`src/sti_mul.sv`:
```
// sti_mul: two stage signed multiplier, operand a cut into chunks of CH bits
// stage one registers the partial products, stage two their shifted sum; no dependencies
`timescale 1ns / 1ps

module sti_mul #(
	parameter int AW = 45,
	parameter int BW = 22,
	parameter int CH = 23
) (
	input  logic                 clk,
	input  logic                 en,
	input  logic signed [AW-1:0] a,
	input  logic signed [BW-1:0] b,
	output logic signed [AW+BW-1:0] p
);
	localparam int N  = (AW + CH - 1) / CH;
	localparam int XW = N * CH;
	localparam int PW = CH + BW + 1;
	localparam int OW = AW + BW;

	logic signed [XW-1:0] ax;
	logic signed [PW-1:0] part_s1 [N];
	logic signed [OW-1:0] acc;
	logic signed [OW-1:0] p_s2;

	assign ax = XW'(a);

	always_ff @(posedge clk) begin
		if (en) begin
			for (int i = 0; i < N; i++) begin
				// top chunk carries the sign, lower chunks are unsigned
				if (i == N - 1)
					part_s1[i] <= $signed(ax[i*CH +: CH]) * b;
				else
					part_s1[i] <= $signed({1'b0, ax[i*CH +: CH]}) * b;
			end
		end
	end

	always_comb begin
		acc = '0;
		for (int i = 0; i < N; i++)
			acc = acc + (OW'(part_s1[i]) <<< (i * CH));
	end

	always_ff @(posedge clk) begin
		if (en) p_s2 <= acc;
	end

	assign p = p_s2;

endmodule

```
`config.mk`:
```
export PLATFORM = sky130hd
export DESIGN_NAME = sti_mul
export DESIGN_NICKNAME = d
export VERILOG_FILES = /design/src/sti_mul.sv
export SDC_FILE = /design/constraint.sdc
export NUM_CORES = 2
export LEC_CHECK = 0
export ABC_AREA = 0
export BUFFER_PORTS_ARGS = -buffer_cell sky130_fd_sc_hd__buf_2
export CELL_PAD_IN_SITES_DETAIL_PLACEMENT = 0
export CELL_PAD_IN_SITES_GLOBAL_PLACEMENT = 1
export CORE_UTILIZATION = 30
export CTS_BUF_LIST = sky130_fd_sc_hd__clkbuf_4
export DETAILED_ROUTE_END_ITERATION = 16
export PLACE_DENSITY_LB_ADDON = 0.2
export RECOVER_POWER = 100
export SKIP_LAST_GASP = 1
export SLEW_MARGIN = 15
export SYNTH_ARGS = -nofsm -noshare
export SYNTH_HDL_FRONTEND = slang
export SYNTH_SLANG_ARGS = --single-unit
```
`constraint.sdc`:
```
create_clock -name clk -period 10 [get_ports clk]
set_input_delay 1.5 -clock clk [delete_from_list [all_inputs] [get_ports clk]]
set_output_delay 1.5 -clock clk [all_outputs]
set_load 0.1 [all_outputs]
```
==> key figures <==
Run status
  • Status: complete, but fails checks
  • Failing checks: DRC, capacitance limit, slew limit

Place
  • GP Congestion: 0.834
  • Buffers on Ports: roughly 140
  • Post-DP HPWL: approximately 100000 um

STA
  • Fmax achieved: 111 MHz
  • Clock Skews: 0.0382 ns
  • Max_slew headroom: -3.24
  • Tcrit/Tclk final: 0.900
  • Fin. max-slew vios: 160
  • RSZ-0062 raised after global routing: false
  • Final Critical Period: between 8 and 9 ns
  • Final hold violations: 0
  • Worst slew pin tran: roughly 6.4 ns
  • Post-Route Setup TNS: 0 ns
  • Setup-failing EPs final: 0

Floorplan
  • Die Width: 374 um
  • Io pins: approximately 140
  • Row count: around 140
  • Initial Util: 0.302
  • Die Y: 374 um
  • Die ar.: roughly 140000 um^2
  • Core box area: 137000 um^2

Detailed routing
  • DR WL/cell: between 15 and 20 um
  • Vias: between 20000 and 30000
  • Drt drc: 2
  • Starting DRT DRC Count: 1411
  • Antenna Nets Post-Route: 0
  • Final WL: between 100000 and 150000 um
  • 1st-pass router iterations: 11
  • Vias per cell: between 4 and 5

Logic synthesis
  • Seq/Total Area, Yosys: 0.114
  • Mean Syn Cell Area: ~9.6 um^2
  • Top cells by count, synth: inv_1 (995), fa_1 (920), nand2_1 (594), and2_1 (402), ha_1 (367)
  • Cell taking the most area after synthesis: fa_1
  • Most frequent cell after synthesis: inv_1
  • Synth cell types: between 70 and 80
  • Synth top area share: 0.443
  • Post-synth EDFFs: 157
  • Asr flop ratio synth: 0
  • Mapped Area: ~42000 um^2
  • Ys flop type: edfxtp_1
  • Yosys warns: 0
  • Synth area leaders: fa_1 (44%), edfxtp_1 (11%), ha_1 (11%)
  • Seq cells post-synth: about 160
  • Syn_nets: ~5700
  • Post-Syn Instances: 4341

Setup path
  • Max stage delay on crit path: ~0.75 ns
  • Startpoint Class: input pin
  • Worst setup EP type: flop
  • Most frequent cell on the critical path: fa_1
  • Reg-to-Reg End: p[65]
  • Crit-path slowest cell: buf_2
  • Crit path from: b[5]
  • Crit path to: part_s1[0][90]
  • Required time of the critical path: approximately 11 ns
  • Largest fanout on the critical path: 45
  • R2R setup slack: between 5 and 6 ns
  • Worst Path Arrival: ~9.6 ns
  • WS Path Type: input pin to flop
  • Crit path cell chain: buf_2, and2_0, fa_1, fa_1, inv_1, fa_1, fa_1, inv_1, fa_1, fa_1, inv_1, fa_1, inv_1, ha_1, a211oi_1, o21ai_0, a221oi_1, o311ai_0, a221oi_1, o21ai_0, a221o_1, a21o_1, o21ai_2, a211oi_2
  • Worst r2r src: part_s1[0][23]
  • Reg2reg path depth: 13

Flow run
  • Max Cap Viol: 2

Layout
  • Sequential Area: roughly 4700 um^2
  • Final net count: 5693
  • Multi-input gate area: between 30000 and 40000 um^2
  • Layout fillers: about 15000
  • Synth-to-Final Area Change: 6.60%
  • Share of cells above drive strength 1: 0.0361

GRT
  • Vias in the first global route: approximately 31000
  • Gr usage total: 0.180
  • Grt ovf: 0
  • Pin count of the biggest net entering global routing: around 100
  • Initial antenna violation count: 11
  • First-pass GRT wire length: 190000 um

Clock tree
  • H-tree levels: 4
  • CTS Sinks: between 150 and 200
  • Clock latency on the worst-skew pair: a little under 0.9 ns
  • CTS resizes: 0
  • Max clock buf depth: 2
  • Num CTS Buffers: 17
  • Clock Tree Root: clkbuf_4
  • Hold buffer count at cts: 0
  • CTS tree: done
  • Post-CTS Setup Repair Bufs: 0
  • Clock slew at reported path FFs: around 0.15 ns

Hold path
  • Hold Crit Class: flop to flop
==> cells in the final DEF (no fill, tap or decap), types with 12 or more instances in the layout <==
master / Yosys / layout
a211oi_1: 12 / 12
a21o_1: 58 / 58
a21oi_1: 114 / 114
and2_1: 402 / 391
buf_2: 0 / 67
buf_4: 0 / 43
clkbuf_1: 212 / 77
clkbuf_4: 0 / 17
edfxtp_1: 157 / 157
fa_1: 920 / 920
ha_1: 367 / 367
inv_1: 995 / 995
nand2_1: 594 / 594
nand2b_1: 26 / 26
nand3_1: 21 / 21
nand4_1: 18 / 18
nor2_1: 96 / 96
nor3_1: 14 / 14
o21a_1: 19 / 19
o21ai_0: 57 / 60
o21bai_1: 21 / 21
xnor2_1: 96 / 96
xor2_1: 30 / 30
==> sequential cells by signal (all words and copies together) (netlist names) <==
| register | cells |
|---|---|
| p | 67 |
| part_s1 | 90 |
==> layer usage <==
layer	GRT usage	share of wire	up-vias	wire [um]
met2	0.303	0.48	487	57400
met5	0	0.00021	-	25
met3	0.0171	0.032	74	3770
met4	0.0447	0.021	4	2490
li1	-	-	13000	-
met1	0.247	0.47	14800	55400
==> area by class of cell <==
| type | count | share of cell area |
|---|---|---|
| Antenna cell | 6 | 0.000339 |
| Clock buffer | 17 | 0.00288 |
| Clock inverter | 14 | 0.00441 |
| Inverter | 996 | 0.0845 |
| Multi-Input combinational cell | 2975 | 0.728 |
| Sequential cell | 157 | 0.107 |
| Tap cell | 1794 | 0.0507 |
| Timing Repair Buffer | 190 | 0.0228 |
==> worst min path at each step <==
stage	start	to	slack [ns]	depth (start not counted)
after floorplan	part_s1[0][0]	p[0]	0.40	0
after global placement	part_s1[0][3]	p[3]	0.40	0
after detailed placement	part_s1[0][5]	p[5]	0.41	0
after CTS	part_s1[0][12]	p[12]	0.44	0
after global routing	part_s1[0][12]	p[12]	0.45	0
final	part_s1[0][16]	p[16]	0.44	0
==> stage by stage <==
stage	instance area (um^2)	cells	hold WS (ns)	setup WS, ns	util
3_3_place_gp	44100	6112	0.403	0.733	0.321
4_1_cts	44400	6143	0.442	1.74	0.323
2_1_floorplan	41500	4341	0.400	1.72	-
5_1_grt	44300	6147	0.447	0.643	0.322
6_report	44300	6149	0.439	1.00	0.322
3_5_place_dp	44100	6112	0.406	0.740	0.321
==> critical path: cells and delay by family <==
family	cells	cell delay [ns]
buf+inv	5	0.96
compound gates	10	3.10
simple gates	1	0.26
fa+ha+maj	8	3.75
==> logic make-up after synthesis <==
kind of cell	count (synthesis)	share of synthesized area
XOR/XNOR	126	0.0266
adder cells (fa/ha/maj)	1287	0.554
flip-flops	157	0.114
AND/OR/NAND/NOR	1210	0.140
AO/OA/AOI/OAI	352	0.0563
buffers and inverters	1209	0.109
Power is left out: the tool's default activity adds up to more than one toggle a clock period on the data nets, which glitch-free logic cannot reach.
